<file path="src/hw/rtl/upi_pkg.sv">
// Shared types and constants for the unicycle pose integrator.
// Holds angle constants, the CORDIC arctangent table and sequencer codes.
// No dependencies.
package upi_pkg;

   localparam int HEAD_W = 33;
   localparam int ANG_W  = 34;
   localparam int CRD_W  = 33;
   localparam int SUM_W  = 38;
   localparam int PROD_W = 56;

   localparam logic signed [ANG_W-1:0] HALF_PI_A = 34'sd1570796327;
   localparam logic signed [ANG_W-1:0] PI_A      = 34'sd3141592654;
   localparam logic signed [SUM_W-1:0] PI_S      = 38'sd3141592654;
   localparam logic signed [SUM_W-1:0] TWO_PI_S  = 38'sd6283185307;
   localparam logic signed [CRD_W-1:0] CORDIC_GAIN = 33'sd652032874;

   typedef enum logic [3:0] {
      MUL_VDT = 4'b0001,
      MUL_WDT = 4'b0010,
      MUL_HI  = 4'b0100,
      MUL_LO  = 4'b1000
   } mul_sel_type;

   typedef enum logic [10:0] {
      ST_IDLE   = 11'b00000000001,
      ST_PROD   = 11'b00000000010,
      ST_CSTART = 11'b00000000100,
      ST_CWAIT  = 11'b00000001000,
      ST_MULHI  = 11'b00000010000,
      ST_MULLO  = 11'b00000100000,
      ST_DSTART = 11'b00001000000,
      ST_DWAIT  = 11'b00010000000,
      ST_HEAD   = 11'b00100000000,
      ST_WRAP   = 11'b01000000000,
      ST_OUT    = 11'b10000000000
   } state_type;

   function automatic logic [29:0] atan_nrad(input logic [4:0] idx);
      logic [29:0] r;
      case (idx)
         5'd0:  r = 30'd785398163;
         5'd1:  r = 30'd463647609;
         5'd2:  r = 30'd244978663;
         5'd3:  r = 30'd124354995;
         5'd4:  r = 30'd62418810;
         5'd5:  r = 30'd31239833;
         5'd6:  r = 30'd15623729;
         5'd7:  r = 30'd7812341;
         5'd8:  r = 30'd3906230;
         5'd9:  r = 30'd1953123;
         5'd10: r = 30'd976562;
         5'd11: r = 30'd488281;
         5'd12: r = 30'd244141;
         5'd13: r = 30'd122070;
         5'd14: r = 30'd61035;
         5'd15: r = 30'd30518;
         5'd16: r = 30'd15259;
         5'd17: r = 30'd7629;
         5'd18: r = 30'd3815;
         5'd19: r = 30'd1907;
         5'd20: r = 30'd954;
         5'd21: r = 30'd477;
         5'd22: r = 30'd238;
         5'd23: r = 30'd119;
         5'd24: r = 30'd60;
         5'd25: r = 30'd30;
         5'd26: r = 30'd15;
         5'd27: r = 30'd7;
         5'd28: r = 30'd4;
         5'd29: r = 30'd2;
         5'd30: r = 30'd1;
         default: r = 30'd0;
      endcase
      return r;
   endfunction

endpackage

</file>
<file path="src/hw/rtl/upi_mult.sv">
// Shared signed multiplier with registered product.
// Operand pairs are picked by the sequencer; depends on upi_pkg.
module upi_mult (
   input  logic                         clock,
   input  upi_pkg::mul_sel_type         sel,
   input  logic [19:0]                  step_us,
   input  logic signed [15:0]           speed,
   input  logic signed [15:0]           turn,
   input  logic [35:0]                  mag_p,
   input  logic [31:0]                  mag_c,
   output logic signed [upi_pkg::PROD_W-1:0] prod_ff
);
   import upi_pkg::*;

   logic signed [37:0] op_a;
   logic signed [17:0] op_b;
   logic signed [PROD_W-1:0] prod_in;

   always_comb begin
      case (sel)
         MUL_VDT: begin
            op_a = {18'd0, step_us};
            op_b = {{2{speed[15]}}, speed};
         end
         MUL_WDT: begin
            op_a = {18'd0, step_us};
            op_b = {{2{turn[15]}}, turn};
         end
         MUL_HI: begin
            op_a = {2'd0, mag_p};
            op_b = {1'b0, mag_c[31:15]};
         end
         MUL_LO: begin
            op_a = {2'd0, mag_p};
            op_b = {3'd0, mag_c[14:0]};
         end
         default: begin
            op_a = '0;
            op_b = '0;
         end
      endcase
      prod_in = op_a * op_b;
   end

   always_ff @(posedge clock) begin
      prod_ff <= prod_in;
   end
endmodule

</file>
<file path="src/hw/rtl/upi_cordic.sv">
// Iterative rotation-mode CORDIC, one micro-rotation per cycle.
// Gives cosine and sine in Q1.30 of a nanoradian angle; depends on upi_pkg.
module upi_cordic #(
   parameter int STEPS = 24
) (
   input  logic                               clock,
   input  logic                               reset,
   input  logic                               start,
   input  logic signed [upi_pkg::HEAD_W-1:0]  angle,
   output logic                               done_ff,
   output logic signed [upi_pkg::CRD_W-1:0]   cos_ff,
   output logic signed [upi_pkg::CRD_W-1:0]   sin_ff
);
   import upi_pkg::*;

   localparam int CNT_W = $clog2(STEPS + 1);

   logic signed [CRD_W-1:0] x_ff, y_ff, x_in, y_in;
   logic signed [ANG_W-1:0] z_ff, z_in, ang_ext;
   logic [CNT_W-1:0]        cnt_ff;
   logic                    busy_ff, flip_ff;
   logic [4:0]              idx;
   logic signed [ANG_W-1:0] atan_v;

   assign ang_ext = ANG_W'(angle);
   assign idx     = 5'(cnt_ff);
   assign atan_v  = ANG_W'(atan_nrad(idx));

   always_comb begin
      if (!z_ff[ANG_W-1]) begin
         x_in = x_ff - (y_ff >>> idx);
         y_in = y_ff + (x_ff >>> idx);
         z_in = z_ff - atan_v;
      end else begin
         x_in = x_ff + (y_ff >>> idx);
         y_in = y_ff - (x_ff >>> idx);
         z_in = z_ff + atan_v;
      end
   end

   always_ff @(posedge clock) begin
      if (reset) begin
         busy_ff <= 1'b0;
         done_ff <= 1'b0;
         cnt_ff  <= '0;
      end else begin
         done_ff <= 1'b0;
         if (start) begin
            busy_ff <= 1'b1;
            cnt_ff  <= '0;
         end else if (busy_ff) begin
            cnt_ff <= cnt_ff + CNT_W'(1);
            if (cnt_ff == CNT_W'(STEPS - 1)) begin
               busy_ff <= 1'b0;
               done_ff <= 1'b1;
            end
         end
      end
   end

   always_ff @(posedge clock) begin
      if (start) begin
         x_ff <= CORDIC_GAIN;
         y_ff <= '0;
         if (ang_ext > HALF_PI_A) begin
            z_ff    <= ang_ext - PI_A;
            flip_ff <= 1'b1;
         end else if (ang_ext < -HALF_PI_A) begin
            z_ff    <= ang_ext + PI_A;
            flip_ff <= 1'b1;
         end else begin
            z_ff    <= ang_ext;
            flip_ff <= 1'b0;
         end
      end else if (busy_ff) begin
         x_ff <= x_in;
         y_ff <= y_in;
         z_ff <= z_in;
         if (cnt_ff == CNT_W'(STEPS - 1)) begin
            cos_ff <= flip_ff ? -x_in : x_in;
            sin_ff <= flip_ff ? -y_in : y_in;
         end
      end
   end
endmodule

</file>
<file path="src/hw/rtl/upi_div1000.sv">
// Division by the constant 1000 through a reciprocal multiply, low half then high half.
// The user keeps the dividend below 2^36 (unchecked); depends on nothing outside this file.
module upi_div1000 (
   input  logic        clock,
   input  logic        reset,
   input  logic        start,
   input  logic [39:0] dividend,
   output logic        done_ff,
   output logic [39:0] quot_ff
);
   // n/1000 = floor((n/8) * RECIP / 2^40), RECIP = ceil(2^40/125) split into 17-bit halves
   localparam logic [16:0] RECIP_HI = 17'd67108;
   localparam logic [16:0] RECIP_LO = 17'd113247;

   logic [32:0] oct_ff;
   logic [32:0] part_ff, part_in;
   logic        lo_ff, hi_ff;
   logic [16:0] factor;
   logic [49:0] prod;
   logic [50:0] total;

   assign factor  = hi_ff ? RECIP_HI : RECIP_LO;
   assign prod    = 50'(oct_ff) * 50'(factor);
   assign part_in = prod[49:17];
   assign total   = 51'(prod) + 51'(part_ff);

   always_ff @(posedge clock) begin
      if (reset) begin
         lo_ff   <= 1'b0;
         hi_ff   <= 1'b0;
         done_ff <= 1'b0;
      end else begin
         lo_ff   <= start;
         hi_ff   <= lo_ff;
         done_ff <= hi_ff;
      end
   end

   always_ff @(posedge clock) begin
      if (start) oct_ff <= dividend[35:3];
      if (lo_ff) part_ff <= part_in;
      if (hi_ff) quot_ff <= 40'(total[50:23]);
   end
endmodule

</file>
<file path="src/hw/rtl/unicycle_pose_integrator.sv">
// Top level of the dead-reckoning pose integrator: sequencer and pose state.
// Uses upi_pkg, upi_mult, upi_cordic and upi_div1000.
//
//   channel | direction | transfer when       | payload
//   req     | in        | req_valid&req_ready | operation, speed, turn, step
//   rsp     | out       | rsp_valid&rsp_ready | pose x/y, heading, rate echoes
//
// A step runs the CORDIC iterations, then for each axis a multiply and a reciprocal
// division by 1000, then the heading update, which makes one more pass per 2*pi
// heading wrap. req_ready is high only when idle; the result holds on rsp_ until
// transferred. Synchronous reset zeroes the pose.
module unicycle_pose_integrator #(
   parameter int CORDIC_STEPS  = 24,
   parameter int POSITION_BITS = 40
) (
   input  logic               clock,
   input  logic               reset,
   input  logic               req_valid,
   output logic               req_ready,
   input  logic               req_operation,
   input  logic signed [15:0] req_speed_mm_s,
   input  logic signed [15:0] req_turn_mrad_s,
   input  logic [19:0]        req_step_us,
   output logic               rsp_valid,
   input  logic               rsp_ready,
   output logic signed [39:0] rsp_pos_x_um,
   output logic signed [39:0] rsp_pos_y_um,
   output logic signed [32:0] rsp_heading_nrad,
   output logic signed [15:0] rsp_speed_echo_mm_s,
   output logic signed [15:0] rsp_turn_echo_mrad_s
);
   import upi_pkg::*;

   localparam int PB = POSITION_BITS;
   localparam int DW = 32;
   localparam int SW = ((PB > DW) ? PB : DW) + 1;
   localparam logic signed [SW-1:0] POS_HI = (SW'(1) <<< (PB - 1)) - SW'(1);
   localparam logic signed [SW-1:0] POS_LO = -POS_HI - SW'(1);

   state_type state_ff, state_in;
   mul_sel_type sel;

   logic signed [PB-1:0]     pose_x_ff, pose_y_ff;
   logic signed [HEAD_W-1:0] heading_ff;
   logic signed [SUM_W-1:0]  hsum_ff, dth_ff;
   logic signed [15:0]       speed_ff, turn_ff;
   logic [19:0]              step_ff;
   logic signed [36:0]       p_ff;
   logic                     axis_ff;
   logic [52:0]              hi_ff;

   logic signed [PROD_W-1:0] prod_ff;
   logic                     cord_start, cord_done;
   logic signed [CRD_W-1:0]  cos_v, sin_v, coef;
   logic                     div_start, div_done;
   logic [39:0]              quot, div_n;
   logic [35:0]              mag_p;
   logic [31:0]              mag_c;
   logic [53:0]              tsum;
   logic                     neg;
   logic signed [DW-1:0]     disp;
   logic signed [SW-1:0]     pos_sel, ssum, sat;

   assign mag_p = p_ff[36] ? 36'(-p_ff) : 36'(p_ff);
   assign coef  = axis_ff ? sin_v : cos_v;
   assign mag_c = coef[CRD_W-1] ? 32'(-coef) : 32'(coef);
   assign neg   = p_ff[36] ^ coef[CRD_W-1];
   assign tsum  = {1'b0, hi_ff} + 54'(prod_ff[51:15]) + 54'd16384;
   assign div_n = {1'b0, tsum[53:15]} + 40'd500;
   assign disp  = neg ? -DW'(signed'({1'b0, quot[30:0]})) : DW'(signed'({1'b0, quot[30:0]}));
   assign pos_sel = axis_ff ? SW'(pose_y_ff) : SW'(pose_x_ff);
   assign ssum  = pos_sel + SW'(disp);
   assign sat   = (ssum > POS_HI) ? POS_HI : ((ssum < POS_LO) ? POS_LO : ssum);

   assign cord_start = (state_ff == ST_CSTART);
   assign div_start  = (state_ff == ST_DSTART);

   always_comb begin
      case (state_ff)
         ST_PROD:  sel = MUL_VDT;
         ST_MULHI: sel = MUL_HI;
         ST_MULLO: sel = MUL_LO;
         default:  sel = MUL_WDT;
      endcase
   end

   upi_mult u_mult (
      .clock   (clock),
      .sel     (sel),
      .step_us (step_ff),
      .speed   (speed_ff),
      .turn    (turn_ff),
      .mag_p   (mag_p),
      .mag_c   (mag_c),
      .prod_ff (prod_ff)
   );

   upi_cordic #(.STEPS(CORDIC_STEPS)) u_cordic (
      .clock   (clock),
      .reset   (reset),
      .start   (cord_start),
      .angle   (heading_ff),
      .done_ff (cord_done),
      .cos_ff  (cos_v),
      .sin_ff  (sin_v)
   );

   upi_div1000 u_div (
      .clock    (clock),
      .reset    (reset),
      .start    (div_start),
      .dividend (div_n),
      .done_ff  (div_done),
      .quot_ff  (quot)
   );

   always_comb begin
      state_in = state_ff;
      case (state_ff)
         ST_IDLE:   if (req_valid) state_in = req_operation ? ST_OUT : ST_PROD;
         ST_PROD:   state_in = ST_CSTART;
         ST_CSTART: state_in = ST_CWAIT;
         ST_CWAIT:  if (cord_done) state_in = ST_MULHI;
         ST_MULHI:  state_in = ST_MULLO;
         ST_MULLO:  state_in = ST_DSTART;
         ST_DSTART: state_in = ST_DWAIT;
         ST_DWAIT:  if (div_done) state_in = axis_ff ? ST_HEAD : ST_MULHI;
         ST_HEAD:   state_in = ST_WRAP;
         ST_WRAP:   if (hsum_ff < PI_S && hsum_ff > -PI_S) state_in = ST_OUT;
         ST_OUT:    if (rsp_ready) state_in = ST_IDLE;
         default:   state_in = ST_IDLE;
      endcase
   end

   always_ff @(posedge clock) begin
      if (reset) begin
         state_ff   <= ST_IDLE;
         pose_x_ff  <= '0;
         pose_y_ff  <= '0;
         heading_ff <= '0;
         axis_ff    <= 1'b0;
      end else begin
         state_ff <= state_in;
         case (state_ff)
            ST_IDLE: begin
               axis_ff <= 1'b0;
               if (req_valid && req_operation) begin
                  pose_x_ff  <= '0;
                  pose_y_ff  <= '0;
                  heading_ff <= '0;
               end
            end
            ST_DWAIT: begin
               if (div_done) begin
                  if (axis_ff) pose_y_ff <= PB'(sat);
                  else pose_x_ff <= PB'(sat);
                  axis_ff <= 1'b1;
               end
            end
            ST_WRAP: begin
               if (hsum_ff < PI_S && hsum_ff > -PI_S) heading_ff <= HEAD_W'(hsum_ff);
            end
            default: begin
            end
         endcase
      end
   end

   always_ff @(posedge clock) begin
      if (req_valid && req_ready) begin
         speed_ff <= req_speed_mm_s;
         turn_ff  <= req_turn_mrad_s;
         step_ff  <= req_step_us;
      end
      if (state_ff == ST_CSTART) p_ff <= 37'(prod_ff);
      if (state_ff == ST_CWAIT) dth_ff <= SUM_W'(prod_ff);
      if (state_ff == ST_MULLO) hi_ff <= prod_ff[52:0];
      if (state_ff == ST_HEAD) begin
         hsum_ff <= SUM_W'(heading_ff) + dth_ff;
      end else if (state_ff == ST_WRAP) begin
         if (hsum_ff >= PI_S) hsum_ff <= hsum_ff - TWO_PI_S;
         else if (hsum_ff <= -PI_S) hsum_ff <= hsum_ff + TWO_PI_S;
      end
   end

   assign req_ready            = (state_ff == ST_IDLE);
   assign rsp_valid            = (state_ff == ST_OUT);
   assign rsp_pos_x_um         = 40'(pose_x_ff);
   assign rsp_pos_y_um         = 40'(pose_y_ff);
   assign rsp_heading_nrad     = heading_ff;
   assign rsp_speed_echo_mm_s  = speed_ff;
   assign rsp_turn_echo_mrad_s = turn_ff;

   a_no_overlap: assert property (@(posedge clock) disable iff (reset)
      rsp_valid |-> !req_ready)
      else $error("input taken while result pending");

   a_heading_range: assert property (@(posedge clock) disable iff (reset)
      rsp_valid |-> (SUM_W'(rsp_heading_nrad) < PI_S && SUM_W'(rsp_heading_nrad) > -PI_S))
      else $error("heading out of range");

   a_zero_pose: assert property (@(posedge clock) disable iff (reset)
      (req_valid && req_ready && req_operation) |=>
         (rsp_valid && rsp_pos_x_um == '0 && rsp_pos_y_um == '0 && rsp_heading_nrad == '0))
      else $error("pose reset request did not zero pose");

   a_result_hold: assert property (@(posedge clock) disable iff (reset)
      (rsp_valid && !rsp_ready) |=> (rsp_valid && $stable(rsp_pos_x_um)
         && $stable(rsp_heading_nrad)))
      else $error("result changed while stalled");
endmodule
</file>
<file path="config.mk">
export PLATFORM = sky130hd
export DESIGN_NAME = unicycle_pose_integrator
export DESIGN_NICKNAME = d
export VERILOG_FILES = /design/src/hw/rtl/upi_pkg.sv /design/src/hw/rtl/upi_mult.sv /design/src/hw/rtl/upi_cordic.sv /design/src/hw/rtl/upi_div1000.sv /design/src/hw/rtl/unicycle_pose_integrator.sv
export SDC_FILE = /design/constraint.sdc
export NUM_CORES = 2
export LEC_CHECK = 0
export ABC_AREA = 1
export BUFFER_PORTS_ARGS = -buffer_cell sky130_fd_sc_hd__buf_4
export CORE_ASPECT_RATIO = 1.75
export CORE_MARGIN = 3
export CORE_UTILIZATION = 50
export DETAILED_ROUTE_END_ITERATION = 10
export GPL_TIMING_DRIVEN = 0
export PLACE_DENSITY = 0.69
export SLEW_MARGIN = 0
export SYNTH_ARGS = -nofsm -noshare
export SYNTH_HDL_FRONTEND = slang
export SYNTH_SLANG_ARGS = --single-unit
</file>
<file path="constraint.sdc">
create_clock -name clock -period 7.9 [get_ports clock]
set_input_delay 0.79 -clock clock [delete_from_list [all_inputs] [get_ports clock]]
set_output_delay 0.79 -clock clock [all_outputs]
set_load 0.01 [all_outputs]
</file>
Word level (Yosys, flattened, before mapping)

Memory sizes are Yosys's and may differ from the RTL's. A register that Yosys moved wholly into a read port is not among the register bits.
Cells that the tools add are included.

Flip-flop bits (word level): 664
Bits in read-only memories: 960
Input bits: 57
Output and inout port bits: 147
Word-level logic and storage cells: 160
Memories kept: 1

Memory list:

| name             | depth | bits a word | read ports | clocked after memory_dff | write ports | RTL line      | source |
|---|---|---|---|---|---|---|---|
| (name not given) | 32    | 30          | 1          | 1                        | 0           | upi_pkg.sv:41 | `case (idx)` |

Add/subtract/negate cells: 22
Multipliers: 2
$lt $le $gt $ge: 8
Eq/ne operators: 24
Shift operators: 2
Multiplexer cells: 51
Bitwise gates (word level): 3
Reduce and logical (&&, ||, !) cells: 19

Operators with widths:

| operator               | number |
|---|---|
| $mux 40                | 7 |
| $mux 33                | 7 |
| $mux 34                | 5 |
| $pmux 40 s2            | 2 |
| $mux 38                | 4 |
| $pmux 11 s11           | 1 |
| $pmux 18 s4            | 1 |
| $pmux 36 s2            | 1 |
| $add 33x33->33         | 2 |
| $mux 11                | 6 |
| $neg 33->33            | 2 |
| $pmux 33 s2            | 1 |
| $sshr 33x5->33         | 2 |
| $sub 33x33->33         | 2 |
| $mux 32                | 2 |
| $mul 37x18->52         | 1 |
| $add 50x33->51         | 1 |
| $add 51x15->51 const B | 1 |
| $add 51x37->51         | 1 |
| $mul 33x17->50         | 1 |
| $add 41x32->41         | 1 |
| $gt 41x40->1 const B   | 1 |
| $lt 41x40->1 const B   | 1 |
| $mux 41                | 1 |
| 54 further kinds       | 77 |

Longest topological paths before layout

Depth after elaboration: 10
Mapped depth: 47
Mapped depth without buffers: 45

Modules after synthesis

Synthesis repeated with hierarchy kept, for this count alone.

Cells, all modules: 13818
Area, all modules: 96724.0 µm²

Modules (own cells, without submodules):

| module                   | instances | cells an instance | area an instance (µm²) | sequential area each (µm²) |
|---|---|---|---|---|
| unicycle_pose_integrator | 1         | 4069              | 28034.4                | 9048.7 |
| upi_mult                 | 1         | 3247              | 24519.8                | 1101.1 |
| upi_cordic               | 1         | 4046              | 23880.4                | 5094.9 |
| upi_div1000              | 1         | 2456              | 20289.5                | 2882.8 |

Worst setup path after synthesis

No wires, ideal clock.

Path kind: reg2reg
Start: register u_div.hi_ff
End: register u_div.quot_ff[18], data pin
Library setup time: 0.255 ns
Arrival: 8.534 ns
Data required time: 7.645 ns
Setup slack: -0.889 ns
Cell stages (with the launch flop): 40
Path buffers: 2
Period minus slack after synthesis: 8.789 ns
Cells stage by stage: dfxtp_1 -> clkbuf_1 -> buf_1 -> nor2_1 -> inv_1 -> fa_1 -> fa_1 -> fa_1 -> inv_1 -> fa_1 -> inv_1 -> fa_1 -> inv_1 -> fa_1 -> ha_1 -> nand2_1 -> nor2_1 -> inv_1 -> (+4 left out) -> o21a_1 -> o21ai_0 -> xor2_1 -> ha_1 -> nand2_1 -> nor2_1 -> inv_1 -> nor2_1 -> inv_1 -> nor4_1 -> nand3_1 -> nand3_1 -> inv_1 -> nor3_4 -> nand2_2 -> nor2_4 -> nand2_1 -> and2_1

Cells in the longest elaborated chain, start to end: 3

RTL lines:

| element                   | RTL line          | source |
|---|---|---|
| start, declared           | upi_div1000.sv:17 | `logic lo_ff, hi_ff;` |
| start signal, assigned    | upi_div1000.sv:34 | `hi_ff <= lo_ff;` |
| $mux 16                   | upi_div1000.sv:22 | `assign factor = hi_ff ? RECIP_HI : RECIP_LO;` |
| $mul 33x17->50            | upi_div1000.sv:23 | `assign prod = 50'(oct_ff) * 50'(factor);` |
| named net u_div.prod[31]  | upi_div1000.sv:19 | `logic [49:0] prod;` |
| $add 50x33->51            | upi_div1000.sv:25 | `assign total = 51'(prod) + 51'(part_ff);` |
| named net u_div.total[41] | upi_div1000.sv:20 | `logic [50:0] total;` |
| end signal, assigned      | upi_div1000.sv:42 | `if (hi_ff) quot_ff <= 40'(total[50:23]);` |
| end, declared             | upi_div1000.sv:9  | `output logic [39:0] quot_ff` |

The timed path passes the listed nets, and every way through them passes these cells.
A chain may end at the register's enable or synchronous reset.

Worst setup path in the final report

Start: register u_div.oct_ff[13]
End: register u_div.quot_ff[25], data pin

Cells in the longest elaborated chain, start to end: 2

RTL lines:

| element                   | RTL line          | source |
|---|---|---|
| start, declared           | upi_div1000.sv:15 | `logic [32:0] oct_ff;` |
| start signal, assigned    | upi_div1000.sv:40 | `if (start) oct_ff <= dividend[35:3];` |
| $mul 33x17->50            | upi_div1000.sv:23 |  |
| named net u_div.prod[26]  | upi_div1000.sv:19 |  |
| $add 50x33->51            | upi_div1000.sv:25 |  |
| named net u_div.total[48] | upi_div1000.sv:20 |  |

The timed path passes the listed nets, and every way through them passes these cells.

==> results.sh <==
export IMPL_status="finished, violations left"
export IMPL_violations="capacitance limit, slew limit, setup timing"
export IMPL_final_common_cell="nand2_1"
export IMPL_cts_tree="built"
export IMPL_max_cap_viol_count=1
export IMPL_end_kind="register"
export IMPL_die_h_um=578
export IMPL_fmax_ghz=0.122
export IMPL_drt_iter0_drc=7572
export IMPL_crit_path_max_fanout=5
export IMPL_via_per_inst=5.83
export IMPL_root_buffer="clkbuf_16"
export IMPL_wl_um=424000
export IMPL_critPathMaxStageDelay_ps=570
export IMPL_cts_buffers=75
export IMPL_start_util_pct=50.4
export IMPL_required_ps=8400
export IMPL_synthArstFlopShare_pct=0
export IMPL_synth_edf_count=411
export IMPL_r2r_cells=40
export IMPL_clock_sinks=694
export IMPL_start_kind="register"
export IMPL_final_min_clock_period_ps=8180
export IMPL_portBuffers=202
export IMPL_clk_pin_slew_worst_paths_ps=60
export IMPL_clk_latency_ps=750
export IMPL_r2r_setup_slack_ps=-280
export IMPL_synth_area_leaders="fa_1 (20%), nand2_1 (13%), edfxtp_1 (13%)"
export IMPL_seqCellArea_um2=18000
export IMPL_layout_setup_ws_ps=-280
export IMPL_synth_avg_cell_area_um2=7.07
export IMPL_ys_warn_count=0
export IMPL_crit_type="register to register"
export IMPL_drcViolationCount=0
export IMPL_htreeDepth=3
export IMPL_slew_violations=3
export IMPL_worstReg2RegStart="u_div.oct_ff[13]"
export IMPL_setup_violations=16
export IMPL_final_cell_mix="nand2_1 (3184), inv_1 (2452), nor2_1 (1126), nand3_1 (912), fa_1 (881)"
export IMPL_ant_nets=0
export IMPL_hpwl_um=345000
export IMPL_num_rows=209
export IMPL_antenna_found_initial=19
export IMPL_hold_depth=1
export IMPL_die_area_um2=193000
export IMPL_hp_start="req_speed_mm_s[12]"
export IMPL_maxSlewHeadroom_pct=-2.89
export IMPL_hold_path_end="rsp_speed_echo_mm_s[12]"
export IMPL_core_area_um2=186000
export IMPL_finalCritPeriodShare_pct=104
export IMPL_crit_top_cell="inv_1"
export IMPL_wl_per_cell_um=25.9
export IMPL_gp_congestion=1.07
export IMPL_grt_ovfl_total=0
export IMPL_drive_gt1_share_pct=11.6
export IMPL_finalHoldViolCount=0
export IMPL_worstHoldPathType="input port to register"
export IMPL_grt_start_max_net_pins=60
export IMPL_synth_top_area_share_pct=19.6
export IMPL_ios=204
export IMPL_ys_ff_latch=694
export IMPL_synth_area_leader_cell="fa_1"
export IMPL_synth_cell_types=77
export IMPL_grt_pass1_vias=98500
export IMPL_final_nets=15500
export IMPL_clk_path_buf_depth=3
export IMPL_multiInputGateArea_um2=68300
export IMPL_syn_inst=13200
export IMPL_area_delta_synth_final_pct=16.3
export IMPL_design_area_um2=109000
export IMPL_fill_cells=18100
export IMPL_dr_pass1_iters=8
export IMPL_dpl_cell_area_um2=98400
export IMPL_synth_top_flop_cell="edfxtp_1"
export IMPL_grtUsageTotal_pct=43.0
export IMPL_grt_pass1_wl_um=607000
export IMPL_r2r_end="u_div.quot_ff[25]"
export IMPL_syn_cell_area_um2=93500
export IMPL_rsz0062_at_grt="yes"
export IMPL_tightest_slew_ps=1530
export IMPL_critical_path_arrival_ps=8680
export IMPL_vias=95400
export IMPL_die_width_um=333
export IMPL_critPathSlowestCell="edfxtp_1"
export IMPL_ys_seq_area_share_pct=19.3
export IMPL_skew_ps=49.4
==> area by class of cell <==
type                       instances  share of cell area (%)
timing repair buffer             541                    4.38
buffer                           326                    2.05
antenna                            8                  0.0184
tap                             2426                    2.79
inverter                        2574                    9.04
clock buffer                      88                    1.82
clock inverter                    52                   0.597
multi-input combinational       9673                    62.7
sequential                       694                    16.6
==> state kept, by name, indices dropped and copies added, names as in the netlist, 5 cells and up <==
signal / count
u_cordic.z_ff: 34
hi_ff: 51
p_ff: 37
u_cordic.y_ff: 33
rsp_pos_x_um: 40
u_cordic.sin_ff: 33
rsp_heading_nrad: 33
u_cordic.atan_v: 30
rsp_turn_echo_mrad_s: 16
u_div.quot_ff: 28
u_div.part_ff: 33
rsp_pos_y_um: 40
u_cordic.cnt_ff: 5
state_ff: 11
u_div.oct_ff: 33
step_ff: 20
dth_ff: 38
u_cordic.cos_ff: 33
hsum_ff: 38
u_cordic.x_ff: 33
u_mult.prod_ff: 52
rsp_speed_echo_mm_s: 16
==> routing by layer <==
metal	global-route usage, %	share of wire [%]	vias up
met5	0	0.026	-
met4	48.4	14	16
met3	8.27	7.1	2386
met2	75.5	48	4883
met1	39.3	30	45000
li1	-	-	43100
==> worst max-delay path by stage <==
stage,from,end,cells past startpoint
final,u_div.oct_ff[13],u_div.quot_ff[25],40
after global routing,u_div.hi_ff,u_div.quot_ff[25],39
after CTS,u_div.hi_ff,u_div.quot_ff[25],36
after detailed placement,u_div.hi_ff,u_div.quot_ff[18],37
after global placement,u_div.hi_ff,u_div.quot_ff[18],37
after floorplan,u_div.hi_ff,u_div.quot_ff[18],39
==> kinds of logic (layout without fill, tap and decap cells) <==
kind of cell | after synthesis | in the layout | share of synthesized area, %
flip-flops | 694 | 694 | 19.3
AND/OR/NAND/NOR | 5987 | 5987 | 26.6
buffers and inverters | 2902 | 3581 | 12.0
AO/OA/AOI/OAI | 1691 | 1691 | 10.1
other | 2 | 40 | 0.00803
multiplexers | 6 | 6 | 0.0642
adder cells (fa/ha/maj) | 1584 | 1584 | 28.5
XOR/XNOR | 373 | 373 | 3.50
==> timing repair <==
| action | in CTS | in global routing |
|---|---|---|
| buffers inserted | 205 | 125 |
| setup endpoints to repair | 72 | 60 |
| pin swaps | 164 | 197 |
| cloned | 4 | 5 |
| gates resized for setup | 731 | 477 |
| hold buffers | 0 | 0 |
==> synthesized netlist by cell type, types with 7 or more instances <==
library cell  instances
nand2_1            3293
inv_1              2536
nor2_1             1241
nand3_1             938
fa_1                915
a21oi_1             735
ha_1                669
o21ai_0             560
edfxtp_1            411
dfxtp_1             283
xor2_1              247
nand4_1             183
clkbuf_1            147
nor3_1              135
xnor2_1             125
buf_2               109
a31oi_1              77
o21a_1               66
buf_1                45
or2_2                38
a21o_1               35
nor2_2               34
nor4_1               34
o21bai_1             33
nand3b_1             32
o211ai_1             28
o22ai_1              26
inv_2                23
o21ai_1              21
buf_6                16
o31ai_1              15
and3_1               14
clkinv_1             14
o21ai_2              11
buf_4                10
nand2_2              10
o221ai_1             10
a21boi_0              9
a221oi_1              9
and2_1                9
a211oi_1              7
a22o_1                7
o2111ai_1             7
or2_1                 7
==> through the flow <==
stage                     instances  hold WS [ps]  setup TNS, ps  worst slack, ps  util [%]
after floorplan               13300           412          -69.5            -69.5         -
after global placement        15900           418        -114760            -2430      52.9
after detailed placement      15900           424        -114910            -2400      53.0
after CTS                     16200           203           -255            -63.9      57.0
after global routing          16400           223          -7920             -487      58.6
final                         16400           232          -2400             -280      58.6
==> worst max-delay path: cells and delay by family, from the launching register on <==
kind	cells	cell delay (ps)
fa+ha+maj	8	3560
simple gates	17	1950
buf+inv	12	1070
flops	1	570
compound gates	2	420
xor+xnor	1	360
Power is not shown: default switching activity piles up to over one toggle a cycle in this logic, so the estimate is an artifact.
